`config.mk`:
```
export PLATFORM = sky130hd
export DESIGN_NAME = json_key_field_extractor_unit
export DESIGN_NICKNAME = d
export VERILOG_FILES = /design/src/hw/rtl/jkfe_pkg.sv /design/src/hw/rtl/jkfe_ctrl.sv /design/src/hw/rtl/jkfe_dpath.sv /design/src/hw/rtl/json_key_field_extractor_unit.sv
export SDC_FILE = /design/constraint.sdc
export NUM_CORES = 1
export LEC_CHECK = 0
export BUFFER_PORTS_ARGS = -buffer_cell sky130_fd_sc_hd__buf_2
export CAP_MARGIN = 0
export CORE_ASPECT_RATIO = 0.6
export CORE_MARGIN = 5
export CORE_UTILIZATION = 55
export CTS_BUF_LIST = sky130_fd_sc_hd__clkbuf_2
export DETAILED_ROUTE_END_ITERATION = 8
export PLACE_DENSITY = 0.75
export RECOVER_POWER = 100
export SLEW_MARGIN = 0
export SYNTH_ARGS = -nofsm -noshare
export SYNTH_HDL_FRONTEND = slang
export SYNTH_SLANG_ARGS = --single-unit
```
`constraint.sdc`:
```
create_clock -name i_clk -period 6.95 [get_ports i_clk]
set_clock_uncertainty 0.15 [all_clocks]
set_input_delay 0.695 -clock i_clk [delete_from_list [all_inputs] [get_ports i_clk]]
set_output_delay 0.695 -clock i_clk [all_outputs]
set_load 0.005 [all_outputs]
```
`src/hw/rtl/jkfe_pkg.sv`:
```
// Package for the key field extractor: capture modes, controller states,
// command and status structs, key byte tables and character constants.
// No dependencies.
package jkfe_pkg;

    typedef enum logic [1:0] {
        CAP_IDLE = 2'd0,
        CAP_MAC  = 2'd1,
        CAP_NAME = 2'd2
    } t_cap_mode;

    typedef enum logic {
        ST_TAKE = 1'b0,
        ST_PAD  = 1'b1
    } t_state;

    typedef struct packed {
        logic accept;
        logic pad_load;
    } t_ctl_cmd;

    typedef struct packed {
        logic out_free;
        logic pad_more;
        logic pad_last;
    } t_dp_stat;

    localparam logic [7:0] CHR_LBRACE = 8'h7B;
    localparam logic [7:0] CHR_QUOTE  = 8'h22;
    localparam logic [7:0] CHR_SPACE  = 8'h20;

    localparam logic [2:0] MAC_KEY_LEN   = 3'd6;
    localparam logic [2:0] MAC_KEY_LAST  = 3'd5;
    localparam logic [2:0] NAME_KEY_LEN  = 3'd7;
    localparam logic [2:0] NAME_KEY_LAST = 3'd6;

    // mac":"
    function automatic logic [7:0] f_mac_key(input logic [2:0] idx);
        logic [7:0] ch;
        case (idx)
            3'd0:    ch = 8'h6D;
            3'd1:    ch = 8'h61;
            3'd2:    ch = 8'h63;
            3'd3:    ch = 8'h22;
            3'd4:    ch = 8'h3A;
            3'd5:    ch = 8'h22;
            default: ch = 8'h00;
        endcase
        return ch;
    endfunction

    // nome":"
    function automatic logic [7:0] f_name_key(input logic [2:0] idx);
        logic [7:0] ch;
        case (idx)
            3'd0:    ch = 8'h6E;
            3'd1:    ch = 8'h6F;
            3'd2:    ch = 8'h6D;
            3'd3:    ch = 8'h65;
            3'd4:    ch = 8'h22;
            3'd5:    ch = 8'h3A;
            3'd6:    ch = 8'h22;
            default: ch = 8'h00;
        endcase
        return ch;
    endfunction

endpackage

```
`src/hw/rtl/jkfe_ctrl.sv`:
```
// Controller of the key field extractor: takes bytes or runs a padding burst.
// Depends on jkfe_pkg.
module jkfe_ctrl (
    input  logic               i_clk,
    input  logic               i_rst_n,
    input  logic               i_valid,
    output logic               o_ready,
    input  jkfe_pkg::t_dp_stat i_stat,
    output jkfe_pkg::t_ctl_cmd o_cmd
);
    import jkfe_pkg::*;

    t_state r_state;
    t_state n_state;

    always_ff @(posedge i_clk) begin
        if (!i_rst_n) begin
            r_state <= ST_TAKE;
        end else begin
            r_state <= n_state;
        end
    end

    always_comb begin
        n_state         = r_state;
        o_ready         = 1'b0;
        o_cmd.accept    = 1'b0;
        o_cmd.pad_load  = 1'b0;
        unique case (r_state)
            ST_TAKE: begin
                o_ready      = i_stat.out_free;
                o_cmd.accept = i_valid && i_stat.out_free;
                if (o_cmd.accept && i_stat.pad_more) begin
                    n_state = ST_PAD;
                end
            end
            ST_PAD: begin
                // one padding space per free output slot
                o_cmd.pad_load = i_stat.out_free;
                if (i_stat.out_free && i_stat.pad_last) begin
                    n_state = ST_TAKE;
                end
            end
            default: n_state = ST_TAKE;
        endcase
    end

endmodule

```
`src/hw/rtl/jkfe_dpath.sv`:
```
// Datapath of the key field extractor: key matchers, capture state, record
// counter and the output register. Depends on jkfe_pkg.
module jkfe_dpath #(
    parameter int RECORD_SLOTS = 16,
    parameter int MAC_CHARS    = 12,
    parameter int NAME_CHARS   = 16
) (
    input  logic               i_clk,
    input  logic               i_rst_n,
    input  jkfe_pkg::t_ctl_cmd i_cmd,
    output jkfe_pkg::t_dp_stat o_stat,
    input  logic [7:0]         i_data_byte,
    input  logic               i_response_start,
    output logic               o_valid,
    input  logic               i_ready,
    output logic [3:0]         o_record_index,
    output logic               o_field_kind,
    output logic [3:0]         o_char_position,
    output logic [7:0]         o_char_value,
    output logic [4:0]         o_records_seen,
    output logic               o_slot_overflow,
    output logic               o_last_write
);
    import jkfe_pkg::*;

    localparam int              CNT_W     = $clog2(RECORD_SLOTS + 1);
    localparam logic [3:0]      MAC_LAST  = 4'(MAC_CHARS - 1);
    localparam logic [3:0]      NAME_LAST = 4'(NAME_CHARS - 1);
    localparam logic [CNT_W-1:0] SLOT_MAX = CNT_W'(RECORD_SLOTS);

    t_cap_mode        r_mode, n_mode;
    logic [3:0]       r_pos, n_pos;
    logic [2:0]       r_mac_kp, n_mac_kp;
    logic [2:0]       r_name_kp, n_name_kp;
    logic [CNT_W-1:0] r_record_count, n_record_count;
    logic             r_overflow, n_overflow;
    logic [3:0]       r_pad_pos, n_pad_pos;

    logic             r_out_valid, n_out_valid;
    logic [3:0]       r_out_index;
    logic             r_out_kind;
    logic [3:0]       r_out_pos;
    logic [7:0]       r_out_char;
    logic [4:0]       r_out_seen;
    logic             r_out_ovf;
    logic             r_out_last;

    t_cap_mode        w_eff_mode;
    logic [3:0]       w_eff_pos;
    logic [2:0]       w_eff_mac_kp;
    logic [2:0]       w_eff_name_kp;
    logic [2:0]       w_np;
    logic [2:0]       w_mp;
    logic             w_open;
    logic             w_name_term;
    logic             w_emit;
    logic             w_kind;
    logic [3:0]       w_pos;
    logic [7:0]       w_char;
    logic             w_last;
    logic             w_pad_more;
    logic [31:0]      w_cnt32;
    logic [31:0]      w_idx32;

    assign w_cnt32 = 32'(r_record_count);
    assign w_idx32 = w_cnt32 - 32'd1;

    always_comb begin
        // a response start clears matchers and capture before the byte
        w_eff_mode    = i_response_start ? CAP_IDLE : r_mode;
        w_eff_pos     = i_response_start ? 4'd0 : r_pos;
        w_eff_mac_kp  = i_response_start ? 3'd0 : r_mac_kp;
        w_eff_name_kp = i_response_start ? 3'd0 : r_name_kp;
        w_np          = (w_eff_name_kp < NAME_KEY_LEN) ? w_eff_name_kp : 3'd0;
        w_mp          = (w_eff_mac_kp < MAC_KEY_LEN) ? w_eff_mac_kp : 3'd0;
        w_open        = r_record_count != '0;
        w_name_term   = (i_data_byte == CHR_QUOTE) || (w_eff_pos >= NAME_LAST);

        n_mode         = r_mode;
        n_pos          = r_pos;
        n_mac_kp       = r_mac_kp;
        n_name_kp      = r_name_kp;
        n_record_count = r_record_count;
        n_overflow     = r_overflow;
        n_pad_pos      = r_pad_pos;
        w_emit         = 1'b0;
        w_kind         = 1'b0;
        w_pos          = w_eff_pos;
        w_char         = i_data_byte;
        w_last         = 1'b1;
        w_pad_more     = 1'b0;

        if (i_cmd.accept) begin
            n_mode    = w_eff_mode;
            n_pos     = w_eff_pos;
            n_mac_kp  = w_eff_mac_kp;
            n_name_kp = w_eff_name_kp;
            case (w_eff_mode)
                CAP_MAC: begin
                    w_emit = w_open;
                    w_kind = 1'b0;
                    if (w_eff_pos < MAC_LAST) begin
                        n_pos = w_eff_pos + 4'd1;
                    end else begin
                        n_mode = CAP_IDLE;
                        n_pos  = 4'd0;
                    end
                end
                CAP_NAME: begin
                    w_emit = w_open;
                    w_kind = 1'b1;
                    if (!w_name_term) begin
                        n_pos = w_eff_pos + 4'd1;
                    end else begin
                        // drop the byte, pad from here to the end of the name
                        w_char     = CHR_SPACE;
                        w_last     = w_eff_pos >= NAME_LAST;
                        w_pad_more = w_open && !w_last;
                        n_pad_pos  = w_eff_pos + 4'd1;
                        n_mode     = CAP_IDLE;
                        n_pos      = 4'd0;
                    end
                end
                default: begin
                    if (i_data_byte == CHR_LBRACE) begin
                        if (r_record_count < SLOT_MAX) begin
                            n_record_count = r_record_count + CNT_W'(1);
                        end else begin
                            n_overflow = 1'b1;
                        end
                    end else if (i_data_byte == f_name_key(w_np)) begin
                        if (w_np < NAME_KEY_LAST) begin
                            n_name_kp = w_np + 3'd1;
                        end else begin
                            n_name_kp = 3'd0;
                            n_mode    = CAP_NAME;
                            n_pos     = 4'd0;
                        end
                    end else if (i_data_byte == f_mac_key(w_mp)) begin
                        if (w_mp < MAC_KEY_LAST) begin
                            n_mac_kp = w_mp + 3'd1;
                        end else begin
                            n_mac_kp = 3'd0;
                            n_mode   = CAP_MAC;
                            n_pos    = 4'd0;
                        end
                    end else begin
                        n_mac_kp  = 3'd0;
                        n_name_kp = 3'd0;
                    end
                end
            endcase
        end else if (i_cmd.pad_load) begin
            w_emit    = 1'b1;
            w_kind    = 1'b1;
            w_pos     = r_pad_pos;
            w_char    = CHR_SPACE;
            w_last    = r_pad_pos >= NAME_LAST;
            n_pad_pos = r_pad_pos + 4'd1;
        end

        if (w_emit) begin
            n_out_valid = 1'b1;
        end else if (i_ready) begin
            n_out_valid = 1'b0;
        end else begin
            n_out_valid = r_out_valid;
        end
    end

    always_ff @(posedge i_clk) begin
        if (!i_rst_n) begin
            r_mode         <= CAP_IDLE;
            r_pos          <= 4'd0;
            r_mac_kp       <= 3'd0;
            r_name_kp      <= 3'd0;
            r_record_count <= '0;
            r_overflow     <= 1'b0;
            r_pad_pos      <= 4'd0;
            r_out_valid    <= 1'b0;
        end else begin
            r_mode         <= n_mode;
            r_pos          <= n_pos;
            r_mac_kp       <= n_mac_kp;
            r_name_kp      <= n_name_kp;
            r_record_count <= n_record_count;
            r_overflow     <= n_overflow;
            r_pad_pos      <= n_pad_pos;
            r_out_valid    <= n_out_valid;
        end
    end

    always_ff @(posedge i_clk) begin
        if (w_emit) begin
            r_out_index <= w_idx32[3:0];
            r_out_kind  <= w_kind;
            r_out_pos   <= w_pos;
            r_out_char  <= w_char;
            r_out_seen  <= w_cnt32[4:0];
            r_out_ovf   <= r_overflow;
            r_out_last  <= w_last;
        end
    end

    assign o_stat.out_free  = !r_out_valid || i_ready;
    assign o_stat.pad_more  = w_pad_more;
    assign o_stat.pad_last  = r_pad_pos >= NAME_LAST;

    assign o_valid         = r_out_valid;
    assign o_record_index  = r_out_index;
    assign o_field_kind    = r_out_kind;
    assign o_char_position = r_out_pos;
    assign o_char_value    = r_out_char;
    assign o_records_seen  = r_out_seen;
    assign o_slot_overflow = r_out_ovf;
    assign o_last_write    = r_out_last;

endmodule

```
`src/hw/rtl/json_key_field_extractor_unit.sv`:
```
// Top level of the key field extractor: controller plus datapath.
// Depends on jkfe_pkg, jkfe_ctrl and jkfe_dpath.
//
// Takes one response byte per cycle unless stalled, and emits one character
// write per result. A byte is taken whenever the output register is free
// or being drained; each byte causes at most one write, except a name
// terminator, which pads the rest of the name with spaces at one write per
// cycle while the receiver takes them: a terminator before the last position
// holds the input while the single output register drains the burst.
// '{' opens a record slot; the count saturates at RECORD_SLOTS and then sets
// the sticky overflow flag. Writes before the first record are dropped.
module json_key_field_extractor_unit #(
    parameter int RECORD_SLOTS = 16,
    parameter int MAC_CHARS    = 12,
    parameter int NAME_CHARS   = 16
) (
    input  logic       i_clk,
    input  logic       i_rst_n,
    input  logic       i_valid,
    output logic       o_ready,
    input  logic [7:0] i_data_byte,
    input  logic       i_response_start,
    output logic       o_valid,
    input  logic       i_ready,
    output logic [3:0] o_record_index,
    output logic       o_field_kind,
    output logic [3:0] o_char_position,
    output logic [7:0] o_char_value,
    output logic [4:0] o_records_seen,
    output logic       o_slot_overflow,
    output logic       o_last_write
);
    import jkfe_pkg::*;

    t_ctl_cmd w_cmd;
    t_dp_stat w_stat;

    jkfe_ctrl u_ctrl (
        .i_clk   (i_clk),
        .i_rst_n (i_rst_n),
        .i_valid (i_valid),
        .o_ready (o_ready),
        .i_stat  (w_stat),
        .o_cmd   (w_cmd)
    );

    jkfe_dpath #(
        .RECORD_SLOTS (RECORD_SLOTS),
        .MAC_CHARS    (MAC_CHARS),
        .NAME_CHARS   (NAME_CHARS)
    ) u_dpath (
        .i_clk            (i_clk),
        .i_rst_n          (i_rst_n),
        .i_cmd            (w_cmd),
        .o_stat           (w_stat),
        .i_data_byte      (i_data_byte),
        .i_response_start (i_response_start),
        .o_valid          (o_valid),
        .i_ready          (i_ready),
        .o_record_index   (o_record_index),
        .o_field_kind     (o_field_kind),
        .o_char_position  (o_char_position),
        .o_char_value     (o_char_value),
        .o_records_seen   (o_records_seen),
        .o_slot_overflow  (o_slot_overflow),
        .o_last_write     (o_last_write)
    );

`ifndef ASSERT_OFF
    // mac characters are written one per byte
    a_mac_single: assert property (@(posedge i_clk) disable iff (!i_rst_n)
        o_valid && !o_field_kind |-> o_last_write)
        else $error("mac write not marked last");

    // input stays blocked while a padding burst is pending
    a_burst_blocks: assert property (@(posedge i_clk) disable iff (!i_rst_n)
        o_valid && !o_last_write |-> !o_ready)
        else $error("byte taken during padding burst");

    // a taken non-final pad is followed at once by the next position
    a_pad_next: assert property (@(posedge i_clk) disable iff (!i_rst_n)
        o_valid && i_ready && !o_last_write |=>
            o_valid && o_field_kind && (o_char_value == CHR_SPACE) &&
            (o_char_position == 4'($past(o_char_position) + 4'd1)))
        else $error("padding burst broken");

    // record count never passes the slot count
    a_count_bound: assert property (@(posedge i_clk) disable iff (!i_rst_n)
        o_valid |-> (32'(o_records_seen) <= RECORD_SLOTS) || (RECORD_SLOTS > 31))
        else $error("record count above slot count");
`endif

endmodule

```
==> reports/metrics.cfg <==
[die]
fp.dieW_um = 106
floorplan.initialDensity = 0.582
boundaryPins = 39
coreArea_um2 = 5200
placementRows = 20
die_y_um = 67.5
dieArea_um2 = 7140

[timing]
slew_headroom = -1.30
final-hold-violation-count = 0
fmax_mhz = 203
report.final.slew_viol_count = 25
setup_viol = 0
worst_slew_pin_slew_ns = 3.41
tns_ns = 0
min_period_over_period = 0.708
period_needed_ns = 4.92
rsz0062_at_grt = no

[synthesis]
synth_edf_count = 24
synthFlopType = edfxtp_1
yosysTopAreaCell = edfxtp_1
ys_top_cells_by_count = 26 x nand2_1, 25 x nor2_1, 24 x dfxtp_1, 24 x edfxtp_1, 23 x a21oi_1
synth_cells = 333
syn_area_um2 = 3030
syn_area_per_cell_um2 = 9.09
synth_area_leaders = edfxtp_1 24%, dfxtp_1 16%, ha_1 7.4%
yosysMostFrequentCell = nand2_1
synth_fp_nets = 364
synthArstFlopShare = 0
yosys_register_bits = 48
yosys.area.top_type_share = 0.238
yosys_warnings = 0
ys_types = 57
synth-seq-area-share = 0.397

[grt]
first_global_vias = 2435
antenna_found_initial = 0
grt_pass1_wl_um = 12000
grt_use_total = 0.214
grt_max_degree = 26
globalRouteOverflowTotal = 0

[finish]
syn2layout_area_growth_pct = 7.23
drive_gt1_frac = 0.121
num-nets-final = 395
multi_input_area_um2 = 1700
antenna_cells = 0
nFillCells = 487
regArea_um2 = 1200

[place]
gp_congestion = 0.915
io_buffers = 38
hpwlAfterDp_um = 5550

[power]
max-vdd-ir-drop_mv = 0.0932
p_sw_mw = 0.103
pwr-share-comb = 0.068
power_density_nw_per_um2 = 134
sequentialPowerShare = 0.679
p_int_mw = 0.332
switching_share = 0.236
clockPowerShare = 0.254
leakage_nw = 1.19
totalPowerFinal_mw = 0.435

[setup_path]
cp-start-kind = primary input
cp.required_ns = 6.74
cp_max_fo = 25
reg2reg_to = u_dpath.o_records_seen[4]
crit_path_end_kind = register
path_class = primary input to register
ff2ff_setup_slack_ns = 2.55
rr_worst_depth = 4
crit-reg2reg-launch = u_dpath.o_valid
worst_ep_arrival_time_ns = 4.72

[cts]
postCtsResizedCells = 0
worstSkewPairLatency_ns = 0.41
clk_pin_slew_ns = 0.22
clockBufferDepth = 2
postCtsSetupBuffers = 0
postCtsHoldBufs = 0
htreeDepth = 2
cts_tree = built
cts_buffers = 5
cts_sinks = 48
root_buffer = clkbuf_2

[hold_path]
worstHoldPathCells = 0
hold_path_startpoint = u_dpath.r_overflow
min_to = u_dpath.o_slot_overflow
min_path_type = register to register

[detailed_routing]
vias_per_cell = 6.11
wl_per_cell_um = 17.1
via_count = 2635
dr.pass1.iters = 5
dr.first_iter.drc_count = 225
drc_errors = 0
drtAntennaViolNets = 0
wl_um = 7360

[status]
outcome = complete, but fails checks
violations = capacitance limit, slew limit

[run]
cap_violations = 1

critical path: stages:
cell and delay, ns:
clkbuf_1 0.69, nor2b_1 0.23, ha_1 0.44, o31ai_1 2.65
worst max path at each step:
stage	startpoint	end	slack (ns)	cells past startpoint
global placement	i_response_start	u_dpath.r_pos[2]	3.05	11
CTS	i_response_start	u_dpath.r_pos[2]	3.36	11
global route	i_response_start	u_dpath.o_records_seen[4]	1.66	4
detailed placement	i_response_start	u_dpath.r_pos[2]	2.86	11
floorplan	i_response_start	u_dpath.o_char_position[0]	2.76	6
finish	i_response_start	u_dpath.o_records_seen[4]	2.03	4
state kept, by name, indices dropped and copies added (netlist names):
signal                   cells
u_dpath.o_char_position      4
u_dpath.r_name_kp            3
u_dpath.r_record_count       5
u_dpath.o_last_write         1
u_dpath.o_char_value         8
u_dpath.o_slot_overflow      1
u_ctrl.r_state               1
u_dpath.o_field_kind         1
u_dpath.r_mac_kp             3
u_dpath.r_overflow           1
u_dpath.o_valid              1
u_dpath.o_record_index       4
u_dpath.r_pad_pos            4
u_dpath.r_mode               2
u_dpath.r_pos                4
u_dpath.o_records_seen       5
metrics by stage:
stage | utilization | cells | worst slack (ns) | area, um^2 | hold slack [ns]
global placement | 0.625 | 423 | 3.05 | 3250 | 0.283
CTS | 0.632 | 431 | 3.36 | 3290 | 0.309
global route | 0.624 | 431 | 1.66 | 3250 | 0.313
floorplan | - | 333 | 2.76 | 3030 | 0.256
finish | 0.624 | 431 | 2.03 | 3250 | 0.312
detailed placement | 0.625 | 423 | 2.86 | 3250 | 0.281
cell type report:
class,count,area share
inverters,15,0.0173
repair buffers,38,0.0524
clock inverters,1,0.00154
multi-input cells,256,0.523
flip-flops and latches,48,0.370
well taps,66,0.0254
clock buffers,7,0.0108
power groups by stage:
| stage | Combinational, mW | Clock (mW) | Sequential, mW |
|---|---|---|---|
| after floorplan | 0.0170 | 0 | 0.301 |
| after global placement | 0.0289 | 0 | 0.301 |
| after detailed placement | 0.0294 | 0 | 0.301 |
| after CTS | 0.0295 | 0.113 | 0.296 |
| after global routing | 0.0321 | 0.132 | 0.296 |
| final | 0.0294 | 0.110 | 0.296 |
logic make-up after synthesis:
family | synth area share
buf+inv | 0.0393
fa+ha+maj | 0.0744
compound gates | 0.153
flops | 0.397
mux | 0.0252
simple gates | 0.276
xor+xnor | 0.0347
cells in the final DEF (no fill, tap or decap), types with 9 or more instances in the layout:
| cell | instances |
|---|---|
| nand2_1 | 26 |
| nor2_1 | 25 |
| dfxtp_1 | 24 |
| edfxtp_1 | 24 |
| a21oi_1 | 23 |
| buf_2 | 22 |
| ha_1 | 18 |
| o21ai_0 | 16 |
| nand3_1 | 16 |
| clkbuf_1 | 15 |
| inv_1 | 14 |
| nand2b_1 | 13 |
| nor2b_1 | 10 |
| nand4_1 | 9 |
metal layers:
layer,global-route usage,up-vias,part of all wire
li1,-,1273,-
met1,0.322,1233,0.48
met2,0.317,125,0.41
met3,0.0544,4,0.10
met4,0.0275,0,0.0038
met5,0,-,0
(Power assumes the default switching activity.)
